**src/rtl/pfn_pkg.sv**
```systemverilog
// ----------------------------------------------------------------------------
// pfn_pkg
// Shared widths, types and state codes of the polygon facet normal block.
// ----------------------------------------------------------------------------
package pfn_pkg;

	// Corner coordinates carry 12 fraction bits; the fraction only fixes units.
	localparam int COORD_WIDTH  = 24;
	localparam int NORMAL_WIDTH = 16;
	localparam int THR_WIDTH    = 20;
	localparam logic [THR_WIDTH-1:0] THR_RESET = THR_WIDTH'(2);

	localparam int EDGE_W   = COORD_WIDTH + 1;
	localparam int CROSS_W  = 2 * COORD_WIDTH + 2;
	localparam int MUL_W    = 32;
	localparam int PROD_W   = 2 * MUL_W;
	localparam int ACC_W    = 64;
	localparam int R_W      = 31;
	localparam int ROOT_W   = 32;
	localparam int SQ_ITERS = ROOT_W;
	localparam int IT_W     = $clog2(SQ_ITERS);
	localparam int QW       = NORMAL_WIDTH - 1;
	localparam int DVD_W    = R_W + QW + 1;
	localparam int SCALE    = 2 ** QW - 1;
	localparam int SREM_W   = ROOT_W + 3;

	typedef logic signed [COORD_WIDTH-1:0]  coord_t;
	typedef logic signed [EDGE_W-1:0]       edge_t;
	typedef logic signed [CROSS_W-1:0]      cross_t;
	typedef logic        [CROSS_W-1:0]      mag_t;
	typedef logic signed [NORMAL_WIDTH-1:0] norm_t;
	typedef logic        [1:0]              idx_t;

	localparam norm_t NORM_MIN = {1'b1, {(NORMAL_WIDTH-1){1'b0}}};

	typedef struct packed {
		logic             quad;
		coord_t [3:0]     px;
		coord_t [3:0]     py;
		coord_t [3:0]     pz;
	} job_t;

	typedef struct packed {
		logic push;
		job_t job;
	} push_t;

	typedef struct packed {
		norm_t nx;
		norm_t ny;
		norm_t nz;
		idx_t  ca;
		idx_t  cb;
		idx_t  cc;
		logic  last;
	} result_t;

	typedef enum logic [3:0] {
		ST_IDLE,
		ST_LOAD_DIAG,
		ST_LOAD_FACET,
		ST_MUL,
		ST_CHECK,
		ST_NORM,
		ST_SQRT,
		ST_DIV,
		ST_NEXT,
		ST_FLUSH0,
		ST_FLUSH1
	} back_state_t;

	typedef enum logic [1:0] {
		MM_DIAG,
		MM_CROSS,
		MM_RSQ,
		MM_SCALE
	} mul_mode_t;

endpackage

```
**src/rtl/pfn_queue.sv**
```systemverilog
// ----------------------------------------------------------------------------
// pfn_queue
// Two-entry job queue between the corner front end and the facet engine.
// ----------------------------------------------------------------------------
module pfn_queue (
	input  logic           clk,
	input  logic           arst_n,
	input  pfn_pkg::push_t q_push,
	output logic           q_full,
	input  logic           pop,
	output logic           q_valid,
	output pfn_pkg::job_t  q_job
);
	import pfn_pkg::*;

	job_t       mem [2];
	logic       wr_q;
	logic       rd_q;
	logic [1:0] fill_q;

	assign q_full  = fill_q[1];
	assign q_valid = (fill_q != 2'd0);
	assign q_job   = mem[rd_q];

	always_ff @(posedge clk) begin
		if (q_push.push) begin
			mem[wr_q] <= q_push.job;
		end
	end

	always_ff @(posedge clk or negedge arst_n) begin
		if (!arst_n) begin
			wr_q   <= 1'b0;
			rd_q   <= 1'b0;
			fill_q <= 2'd0;
		end else begin
			if (q_push.push) begin
				wr_q <= !wr_q;
			end
			if (pop) begin
				rd_q <= !rd_q;
			end
			case ({q_push.push, pop})
				2'b10:   fill_q <= fill_q + 2'd1;
				2'b01:   fill_q <= fill_q - 2'd1;
				default: fill_q <= fill_q;
			endcase
		end
	end

endmodule

```
**config.mk**
```make
export PLATFORM = sky130hd
export DESIGN_NAME = pfn_queue
export DESIGN_NICKNAME = d
export VERILOG_FILES = /design/src/rtl/pfn_pkg.sv /design/src/rtl/pfn_queue.sv
export SDC_FILE = /design/constraint.sdc
export NUM_CORES = 1
export LEC_CHECK = 0
export BUFFER_PORTS_ARGS = -buffer_cell sky130_fd_sc_hd__buf_2
export CORE_AREA = 2 2 225 227
export DETAILED_ROUTE_END_ITERATION = 7
export DIE_AREA = 0 0 227 229
export GPL_TIMING_DRIVEN = 1
export PLACE_DENSITY = 0.68
export SLEW_MARGIN = 10
export SYNTH_ARGS = -nofsm -noshare
export SYNTH_HDL_FRONTEND = slang
export SYNTH_SLANG_ARGS = --single-unit
```
**constraint.sdc**
```tcl
create_clock -name clk -period 15.7 [get_ports clk]
set_clock_uncertainty 0.1 [all_clocks]
set_input_delay 2.355 -clock clk [delete_from_list [all_inputs] [get_ports clk]]
set_output_delay 2.355 -clock clk [all_outputs]
set_load 0.1 [all_outputs]
```
# Word-level counts from Yosys, hierarchy flattened

Memories as Yosys holds them, arrays and structs flattened.
Cells that the tools add are included.

Output and inout bits: 291
Memory bits (writable): 578
Memories kept: 1
Register bits: 4
Input port bits: 293
Word-level logic and storage cells: 15

Mux-type cells: 3
Reductions and logical operators: 4
Equality and inequality tests: 2
$add $sub $neg: 2

Memory list:

| memory | depth | width | read ports | clocked after Yosys merged registers in | write ports | RTL line        | source |
|---|---|---|---|---|---|---|---|
| mem    | 2     | 289   | 1          | 0                                       | 1           | pfn_queue.sv:16 | `job_t mem [2];` |

Operator list:

| operator            | count |
|---|---|
| $pmux 2 s2          | 1 |
| $reduce_bool 2->1   | 2 |
| $add 2x1->2 const B | 1 |
| $eq 2x1->1 const B  | 1 |
| $eq 2x2->1 const B  | 1 |
| $logic_not 1->1     | 2 |
| $mux 1              | 2 |
| $sub 2x1->2 const B | 1 |

# Logic depth before layout (Yosys ltp)

Depth in word-level cells: 2
Depth in mapped cells: 5
Depth with buffers taken out: 5

# Least setup slack after synthesis

Ideal clock, no wire load.

Kind: input to register
From: input q_push[289] (netlist name)
To: memory mem[0][0] (netlist name) (enable)
Required time: 14.647 ns
Buffers on the path: 0
Setup time: 0.953 ns
Stages on the path: 2
Data arrival time: 14.507 ns
Slack: 0.140 ns
Cells stage by stage: inv_1 > nor2_1

Word-level cells in the longest chain between the ends: 2

RTL lines:

| item                         | RTL line        | source |
|---|---|---|
| start: declaration           | pfn_queue.sv:8  | `input pfn_pkg::push_t q_push,` |
| $mux 1                       | pfn_queue.sv:26 | `if (q_push.push) begin` |
| $mux 1 (not written as such) | pfn_queue.sv:27 | `mem[wr_q] <= q_push.job;` |
| end: declaration             | pfn_queue.sv:16 |  |

No other way between the ends.

==> summary.txt <==
Run status
  • Run status: complete, no violations

GRT
  • First-pass GRT wire length: ~67000 um
  • GRT Overall Usage: 17.4%
  • Number of global-route vias before repair: ~11000
  • Initial antenna violation count: 20
  • Gr ovfl total: 0
  • Largest net degree at the start of global routing: 144

Min path
  • Hold Crit Class: reg2reg
  • Hold-critical path depth: 1
  • HP Start: fill_q[1]$_DFFE_PN0P_
  • Hold EP: fill_q[1]$_DFFE_PN0P_

Setup path
  • Buf/Inv on CP: 3
  • Critical path class: reg2out
  • R2r setup slk: 12.21 ns
  • Slowest CP cell: buf_4
  • CP Capture Type: primary output
  • Top delay family on crit path: buffers and inverters
  • Critical Path Start Type: register
  • Reg2Reg Launch Point: wr_q$_DFFE_PN0P_
  • CP arrival: approximately 4 ns
  • Crit path top cell by count: buf_4
  • Reg-to-reg critical path endpoint: mem[0][19]$_DFFE_PP_
  • Max incr delay on CP: ~0.9 ns
  • Critical-path cell list: buf_4 -> buf_4 -> mux2_4 -> buf_2
  • Critical Path RT: 13.24 ns
  • R2R cell count: 3
  • Critical path origin: rd_q$_DFFE_PN0P_
  • CP Max Fanout: 60

Clock network
  • Total CTS buffers: 56
  • Clock sink count: 582
  • H-Tree Depth: 2
  • Clk root buf: clkbuf_16
  • Clk buf depth: 3
  • Worst-Skew Late Latency: 0.58 ns
  • Clock Pin Slew Worst Setup and Hold Paths: around 0.06 ns
  • CTS tree: yes
  • Hold buffer count at cts: 0
  • Setup Buffers After CTS: 0
  • PostCTS Resize Cnt: 0

Routing
  • DR vias: between 10000 and 15000
  • Drt initial violations: between 600 and 700
  • ANT nets after route: 0
  • Routed wire length: 47300 um
  • WL per Instance: 20.9 um
  • Drt first pass iters: 4
  • DRC Markers: 0
  • Vias/cell: 4.81

Place
  • Hpwl dp: 33000 um
  • Routability cong.: ~0.84
  • Port Buf Inserts: between 500 and 600

STA
  • Min cycle time layout: roughly 6.5 ns
  • Measured slew at the worst slew-check pin: 1.08 ns
  • WHS: 0.389 ns
  • Final period util: 41.3%
  • FMAX: 0.154 GHz
  • RSZ-0062 raised after global routing: no
  • Normalized max-slew margin: 27.7%
  • Final setup fails: 0
  • Final Hold Vio Count: 0
  • Setup_tns: 0 ns
  • Fin. max-slew vios: 0

Synth
  • Gate count after technology mapping: 914
  • Post-Syn Area: 0.0214 mm^2
  • Syn avg cell area: 23.4 um^2
  • Synth Register Bits: about 580
  • Post-synthesis sequential area ratio: 81.6%
  • Cell variety after synth: 14
  • Count of yosys warnings during synthesis: 0
  • Post-synth net total: 1208

Floorplan
  • Die Wd: roughly 230 um
  • Die Ht: 229 um
  • IO Count: 584
  • Core Area: approximately 0.050 mm^2
  • Area of the die: ~0.052 mm^2
  • Initial Utilization: 43.1%
  • Num rows: 82

Layout
  • Layout cell share with drive strength beyond 1: 61.4%
  • Area grow syn2layout: 26.2%
  • Number of nets in the layout: 1827

Job
  • Max Cap Viol: 0
final cells by class:
class                           count  area [um^2]
Multi-Input combinational cell    299         3720
Fill cell                        3956        22600
Inverter                            1         3.75
Timing Repair Buffer              593         3010
Tap cell                          672          841
Sequential cell                   582        17500
Clock inverter                     33          415
Antenna cell                       13         32.5
Clock buffer                       71         1540
routing by layer:
metal,part of all wire [%],up-vias,track usage [%]
li1,-,4918,-
met1,36,5404,19.3
met2,51,450,29.9
met3,10,96,7.25
met4,2.6,18,6.09
met5,0.25,-,0
how the worst max path moves through the flow:
stage	cells after the start	slack, ns	endpoint
after global placement	4	9.82	q_job[171]
final	4	9.22	q_job[181]
after detailed placement	4	9.84	q_job[171]
after global routing	4	9.02	q_job[185]
after CTS	4	9.18	q_job[181]
after floorplan	2	0.14	mem[0][0]$_DFFE_PP_
through the flow:
stage	worst slack (ns)	utilization (%)	cell area [um^2]	instances
after floorplan	0.140	-	21400	914
after global routing	9.02	54.4	27000	2260
after global placement	9.82	50.4	25000	2147
after CTS	9.18	54.3	27000	2251
after detailed placement	9.84	50.4	25000	2147
final	9.22	54.4	27000	2264
layout by cell type, fill, tap and decap left out:
cell type	count
mux2_4	100
clkbuf_8	6
mux2_2	189
dfrtp_4	1
clkbuf_16	57
diode_2	13
nor2_1	1
inv_6	1
or2_2	1
clkinv_2	7
clkinvlp_4	2
inv_8	1
and2_4	1
edfxtp_1	578
ha_1	1
buf_4	9
clkinv_1	12
buf_2	583
clkbuf_1	8
dfrtp_1	3
inv_1	1
xnor2_1	2
buf_12	1
bufinv_16	10
nor2_4	1
xor2_1	3
sequential cells by signal (all words and copies together), names as in the netlist:
register / flops
fill_q: 2
mem: 578
rd_q: 1
wr_q: 1
synth_stat cells:
| cell type | number | area share, % |
|---|---|---|
| dfrtp_1 | 4 | 0.47 |
| xnor2_1 | 2 | 0.082 |
| or2_2 | 1 | 0.029 |
| inv_1 | 1 | 0.018 |
| xor2_1 | 3 | 0.12 |
| and2_1 | 1 | 0.029 |
| buf_6 | 11 | 0.58 |
| mux2_2 | 189 | 9.9 |
| buf_2 | 20 | 0.47 |
| ha_1 | 1 | 0.058 |
| buf_4 | 1 | 0.035 |
| mux2_4 | 100 | 7.0 |
| edfxtp_1 | 578 | 81 |
| nor2_1 | 2 | 0.035 |
kinds of logic (layout without fill, tap and decap cells):
| logic type | after synthesis | after routing | synth area share (%) |
|---|---|---|---|
| buffers and inverters | 33 | 698 | 1.10 |
| other | 0 | 13 | 0 |
| and+or+nand+nor | 4 | 4 | 0.0936 |
| muxes | 289 | 289 | 17.0 |
| DFF | 582 | 582 | 81.6 |
| xor gates and xnor gates | 5 | 5 | 0.205 |
| adders and majority gates | 1 | 1 | 0.0585 |
Power is left out: the tool's default activity adds up to more than one toggle a clock period on the data nets, which glitch-free logic cannot reach.
