### src/rtl/pfn_pkg.sv
// ----------------------------------------------------------------------------
// pfn_pkg
// Shared widths, types and state codes of the polygon facet normal block.
// ----------------------------------------------------------------------------
package pfn_pkg;

	// Corner coordinates carry 12 fraction bits; the fraction only fixes units.
	localparam int COORD_WIDTH  = 24;
	localparam int NORMAL_WIDTH = 16;
	localparam int THR_WIDTH    = 20;
	localparam logic [THR_WIDTH-1:0] THR_RESET = THR_WIDTH'(2);

	localparam int EDGE_W   = COORD_WIDTH + 1;
	localparam int CROSS_W  = 2 * COORD_WIDTH + 2;
	localparam int MUL_W    = 32;
	localparam int PROD_W   = 2 * MUL_W;
	localparam int ACC_W    = 64;
	localparam int R_W      = 31;
	localparam int ROOT_W   = 32;
	localparam int SQ_ITERS = ROOT_W;
	localparam int IT_W     = $clog2(SQ_ITERS);
	localparam int QW       = NORMAL_WIDTH - 1;
	localparam int DVD_W    = R_W + QW + 1;
	localparam int SCALE    = 2 ** QW - 1;
	localparam int SREM_W   = ROOT_W + 3;

	typedef logic signed [COORD_WIDTH-1:0]  coord_t;
	typedef logic signed [EDGE_W-1:0]       edge_t;
	typedef logic signed [CROSS_W-1:0]      cross_t;
	typedef logic        [CROSS_W-1:0]      mag_t;
	typedef logic signed [NORMAL_WIDTH-1:0] norm_t;
	typedef logic        [1:0]              idx_t;

	localparam norm_t NORM_MIN = {1'b1, {(NORMAL_WIDTH-1){1'b0}}};

	typedef struct packed {
		logic             quad;
		coord_t [3:0]     px;
		coord_t [3:0]     py;
		coord_t [3:0]     pz;
	} job_t;

	typedef struct packed {
		logic push;
		job_t job;
	} push_t;

	typedef struct packed {
		norm_t nx;
		norm_t ny;
		norm_t nz;
		idx_t  ca;
		idx_t  cb;
		idx_t  cc;
		logic  last;
	} result_t;

	typedef enum logic [3:0] {
		ST_IDLE,
		ST_LOAD_DIAG,
		ST_LOAD_FACET,
		ST_MUL,
		ST_CHECK,
		ST_NORM,
		ST_SQRT,
		ST_DIV,
		ST_NEXT,
		ST_FLUSH0,
		ST_FLUSH1
	} back_state_t;

	typedef enum logic [1:0] {
		MM_DIAG,
		MM_CROSS,
		MM_RSQ,
		MM_SCALE
	} mul_mode_t;

endpackage

### src/rtl/pfn_front.sv
// ----------------------------------------------------------------------------
// pfn_front
// Collects polygon corners and hands each polygon of three or more corners to the job queue.
// ----------------------------------------------------------------------------
module pfn_front (
	input  logic            clk,
	input  logic            arst_n,
	input  logic            in_valid,
	output logic            in_stall,
	input  pfn_pkg::coord_t vertex_x,
	input  pfn_pkg::coord_t vertex_y,
	input  pfn_pkg::coord_t vertex_z,
	input  logic            last_vertex,
	input  logic            q_full,
	output pfn_pkg::push_t  q_push
);
	import pfn_pkg::*;

	coord_t     sx_q [4];
	coord_t     sy_q [4];
	coord_t     sz_q [4];
	logic [2:0] count_q;
	logic [2:0] n_corners;
	logic       accept;

	assign in_stall  = q_full;
	assign accept    = in_valid && !q_full;
	assign n_corners = count_q[2] ? 3'd4 : count_q + 3'd1;

	// The corner arriving now is bypassed into the job it completes.
	always_comb begin
		q_push.push     = accept && last_vertex && (n_corners >= 3'd3);
		q_push.job.quad = (n_corners == 3'd4);
		for (int i = 0; i < 4; i++) begin
			if (!count_q[2] && count_q[1:0] == 2'(i)) begin
				q_push.job.px[i] = vertex_x;
				q_push.job.py[i] = vertex_y;
				q_push.job.pz[i] = vertex_z;
			end else begin
				q_push.job.px[i] = sx_q[i];
				q_push.job.py[i] = sy_q[i];
				q_push.job.pz[i] = sz_q[i];
			end
		end
	end

	always_ff @(posedge clk) begin
		if (accept && !count_q[2]) begin
			sx_q[count_q[1:0]] <= vertex_x;
			sy_q[count_q[1:0]] <= vertex_y;
			sz_q[count_q[1:0]] <= vertex_z;
		end
	end

	always_ff @(posedge clk or negedge arst_n) begin
		if (!arst_n) begin
			count_q <= '0;
		end else if (accept) begin
			if (last_vertex) begin
				count_q <= '0;
			end else if (!count_q[2]) begin
				count_q <= count_q + 3'd1;
			end
		end
	end

endmodule

### config.mk
export PLATFORM = sky130hd
export DESIGN_NAME = pfn_front
export DESIGN_NICKNAME = d
export VERILOG_FILES = /design/src/rtl/pfn_pkg.sv /design/src/rtl/pfn_front.sv
export SDC_FILE = /design/constraint.sdc
export NUM_CORES = 1
export LEC_CHECK = 0
export BUFFER_PORTS_ARGS = -buffer_cell sky130_fd_sc_hd__clkbuf_2
export CORE_ASPECT_RATIO = 0.7
export CORE_MARGIN = 2
export CORE_UTILIZATION = 35
export CTS_CLUSTER_SIZE = 25
export DETAILED_ROUTE_END_ITERATION = 16
export GPL_TIMING_DRIVEN = 0
export HOLD_SLACK_MARGIN = 0.15
export SLEW_MARGIN = 20
export SYNTH_ARGS = -nofsm -noshare
export SYNTH_HDL_FRONTEND = slang
export SYNTH_SLANG_ARGS = --single-unit
### constraint.sdc
create_clock -name clk -period 6.5 [get_ports clk]
set_input_delay 0.65 -clock clk [delete_from_list [all_inputs] [get_ports clk]]
set_output_delay 0.65 -clock clk [all_outputs]
set_load 0.01 [all_outputs]
== Yosys cells after proc, flatten, opt, wreduce, memory -nomap -nowiden ==
Memories as Yosys holds them, arrays and structs flattened.
Index checks and enable logic that the tools add are counted.
Storage, ports and cells
  bits in registers: 3
  latch bits: 0
  bits in writable memories: 288
  memory bits (read-only): 0
  input bits: 77
  output and inout bits: 291
  word-level logic and storage cells: 41
  memories: 3
Memories
  sx_q: depth 4, bits a word 24, rd ports 4, clocked after Yosys merged registers in 0, write ports 1, RTL line pfn_front.sv:19  | coord_t sx_q [4];
  sy_q: depth 4, bits a word 24, rd ports 4, clocked after Yosys merged registers in 0, write ports 1, RTL line pfn_front.sv:20  | coord_t sy_q [4];
  sz_q: depth 4, bits a word 24, rd ports 4, clocked after Yosys merged registers in 0, write ports 1, RTL line pfn_front.sv:21  | coord_t sz_q [4];
Cells by class
  $add $sub $neg: 1
  $mul: 0
  divide/modulo/power cells: 0
  order comparisons: 1
  eq/ne operators: 5
  shifts and indexed selects: 0
  muxes and demuxes: 17
  bitwise gates (word level): 0
  reduce and logical (&&, ||, !) cells: 12
Operators with widths (number)
  $mux 24: 12
  $mux 3: 3
  $logic_and 1x1->1: 8
  $eq 2x2->1 const B: 2
  $add 3x1->3 const B: 1
  $eq 3x3->1 const B: 1
  $ge 3x2->1 const B: 1
  $eq 2x1->1 const B: 1
  $logic_not 1->1: 2
  $logic_not 2->1: 1
  $mux 1: 2
  $ne 2x2->1 const B: 1
  $reduce_and 2->1: 1

== Longest topological paths before layout ==
  depth after elaboration: 5
  mapped depth: 6
  mapped depth without buffers: 4

== Least setup slack after synthesis ==
No wires, ideal clock.
  kind: flip-flop to flip-flop
  start: reg count_q[0]
  end: mem sx_q[0][0] (netlist name) (enable)
  arrival: 4.072 ns
  path slack: 1.926 ns
  stages on the path, launching flop included: 7
  buffers on the path: 2
  period minus slack after synthesis: 4.574 ns
  cell sequence: dfrtp_1 -> inv_1 -> ha_1 -> nand2b_4 -> buf_12 -> buf_12 -> nor2_1
RTL lines
  start: declaration: RTL line pfn_front.sv:22  | logic [2:0] count_q;
  start signal: assignment: RTL line pfn_front.sv:62  | count_q <= count_q + 3'd1;
  end: declaration: RTL line pfn_front.sv:19
Straight into the memory's write port.

==> results.json <==
{
  "outcome": "finished, final reports clean",
  "rows": 60,
  "vias_per_cell": 4.55,
  "synthArstFlopShare": 0.0103,
  "min_path_type": "input port to register",
  "place_ws_ps": 3900,
  "maxSlewHeadroom": 0.486,
  "r2r-start": "count_q[0]",
  "rr_worst_depth": 7,
  "wl_mm": 32.9,
  "worst-setup-path-type": "register to output pin",
  "yosysSeqAreaShare": 0.642,
  "fin_nets": 1136,
  "synth.avg_cell_area_sq_um": 21.1,
  "grt_usage": 0.158,
  "num_antenna_cells": 0,
  "grt_max_degree": 22,
  "finClkSkew_ps": 17.2,
  "insertion_delay_ps": 560,
  "total_power_w": 0.00576,
  "cp_max_fo": 10,
  "cts_buffers": 29,
  "overflow": 0,
  "timing.final.ws_setup_ps": 3360,
  "ys.warnings.count": 0,
  "crit_chain": "inv_1 -> ha_1 -> nor2b_4 -> buf_4 -> buf_6 -> mux2_2 -> clkbuf_2",
  "synth_edf_count": 288,
  "period_share": 0.483,
  "rsz0062_at_grt": "no",
  "gp_congestion": 0.752,
  "cp.arrival_ps": 2490,
  "synth_area_sq_um": 13600,
  "pin_count": 368,
  "hold_end": "count_q[2]",
  "setup_viol": 0,
  "start_util": 0.354,
  "yosys_most_used_dff": "edfxtp_1",
  "numClockSinks": 291,
  "antenna_found_initial": 0,
  "root_buffer": "clkbuf_16",
  "synth_cells": 643,
  "whs_path_depth": 2,
  "drive_above_1_share": 0.702,
  "wl_per_cell_um": 20.5,
  "ys_ff_latch": 291,
  "via_count": 7292,
  "tightestPinTransition_ps": 770,
  "start_kind": "register",
  "cts_tree": "built",
  "fin_tns_setup_ps": 0,
  "cp.required_ps": 5850,
  "period_needed_ps": 3140,
  "clkTransAtPathRegs_ps": 60,
  "hp-start": "last_vertex",
  "fmaxAchievable_ghz": 0.318,
  "htreeDepth": 1,
  "fp.dieH_um": 169,
  "max-vdd-ir-drop_mv": 0.232,
  "p_leak_nw": 7.40,
  "worstSetupEndpointType": "output pin",
  "critPathMaxStageDelay_ps": 410,
  "cap_violations": 0,
  "r2r_setup_slack_ps": 4050,
  "drtIter0Drc": 299,
  "hpwl_mm": 22.3,
  "postRouteAntennaNets": 0,
  "slowest_stage": "dfrtp_1",
  "maxSlewViolCount": 0,
  "die_w_um": 240,
  "grt_pass1_wl_mm": 48.2,
  "drc": 0,
  "core_sq_um": 38400,
  "fin_cells": 1603,
  "timing_hold_violations_final": 0,
  "cts_buffer_depth": 3,
  "area_growth_pct": 27.4,
  "port_buffers": 367,
  "grt_pass1_vias": 7502,
  "dp_cells": 1550,
  "ys_types": 21,
  "die_area_sq_um": 40500,
  "syn_nets": 724,
  "first_pass_iters": 4,
  "r2r-end": "sy_q[3][17]",
  "power.density_nw_per_um2": 332
}
worst max-delay path by stage:
stage	startpoint	to	slack (ps)
after floorplan	count_q[0]	sx_q[0][0]	1930
after global placement	count_q[0]	sy_q[2][19]	-1150
after detailed placement	q_full	sy_q[3][4]	3900
after CTS	count_q[1]	q_push[26]	3280
after global routing	count_q[1]	q_push[26]	3200
final	count_q[1]	q_push[26]	3360
cell type report:
| type | count | area, sq um |
|---|---|---|
| Fill cell | 3382 | 21000 |
| Sequential cell | 291 | 8720 |
| Multi-Input combinational cell | 315 | 4330 |
| Timing Repair Buffer | 381 | 2140 |
| Clock buffer | 32 | 737 |
| Tap cell | 527 | 659 |
| Buffer | 34 | 567 |
| Clock inverter | 20 | 150 |
| Inverter | 3 | 11.3 |
per-stage QoR:
| step | hold WS, ps | utilization | cell area (sq um) |
|---|---|---|---|
| after global placement | 449 | 0.420 | 16100 |
| after floorplan | 354 | - | 13600 |
| final | 308 | 0.451 | 17300 |
| after detailed placement | 449 | 0.428 | 16400 |
| after global routing | 294 | 0.451 | 17300 |
| after CTS | 279 | 0.451 | 17300 |
cells in the mapped netlist, types with 3 or more instances:
cell,number,area share
edfxtp_1,288,0.64
mux2_4,226,0.25
mux2_2,62,0.051
buf_12,24,0.035
buf_6,5,0.0041
nor2_1,5,0.0014
ha_1,4,0.0037
o21ai_0,4,0.0015
buf_2,3,0.0011
dfrtp_1,3,0.0055
inv_1,3,0.00083
nand2b_4,3,0.0030
cell usage in the layout, fill, tap and decap left out, types with 2 or more instances in the layout:
master     Yosys  final
mux2_2        62     62
dfrtp_1        3      3
nor2_4         0      4
nor2b_1        2      2
buf_2          3      3
clkbuf_1       0      3
ha_1           4      4
mux2_4       226    226
clkinv_2       0     11
clkinv_1       0      5
nand2b_1       2      2
bufinv_16      0      2
inv_1          3      3
clkbuf_16      0     29
buf_4          2      2
clkbuf_2       0    367
buf_16         0      5
edfxtp_1     288    288
buf_6          5      5
o21ai_0        4      4
a21oi_1        2      2
nand2b_4       3      3
buf_12        24     32
flip-flops by register name, summed over array words and instances, names as in the netlist:
register,count
sy_q,96
sx_q,96
sz_q,96
count_q,3
power by group:
part	switching (W)	internal, W
clock network	0.000699	0.000891
logic	0.000947	0.00101
registers	0.0000260	0.00218
total	0.00167	0.00409
kinds of logic (layout without fill, tap and decap cells):
| group | after synthesis | count (layout) | synth area share |
|---|---|---|---|
| AOI/OAI and AO/OA | 8 | 8 | 0.00340 |
| adders and majority gates | 4 | 4 | 0.00368 |
| buffers and inverters | 37 | 470 | 0.0425 |
| DFF | 291 | 291 | 0.642 |
| muxes | 288 | 288 | 0.301 |
| and+or+nand+nor | 15 | 15 | 0.00800 |
repair_timing:
action,CTS,global route
setup buffers,0,0
endpoints found under the hold margin,3,0
resized for setup,0,0
hold buffers,1,0
layer usage:
layer,part of all wire,routed length (um),GRT usage
met4,0.018,594,0.0313
met3,0.070,2300,0.0499
met1,0.46,15100,0.217
met5,0,0,0
met2,0.45,14800,0.247
critical path, delay by kind of cell (launching register included):
family / cells / cell delay (ps)
buffers and inverters: 4 / 720
adder cells (fa/ha/maj): 1 / 160
AND/OR/NAND/NOR: 1 / 250
multiplexers: 1 / 380
flip-flops: 1 / 410
(Power assumes the default switching activity.)
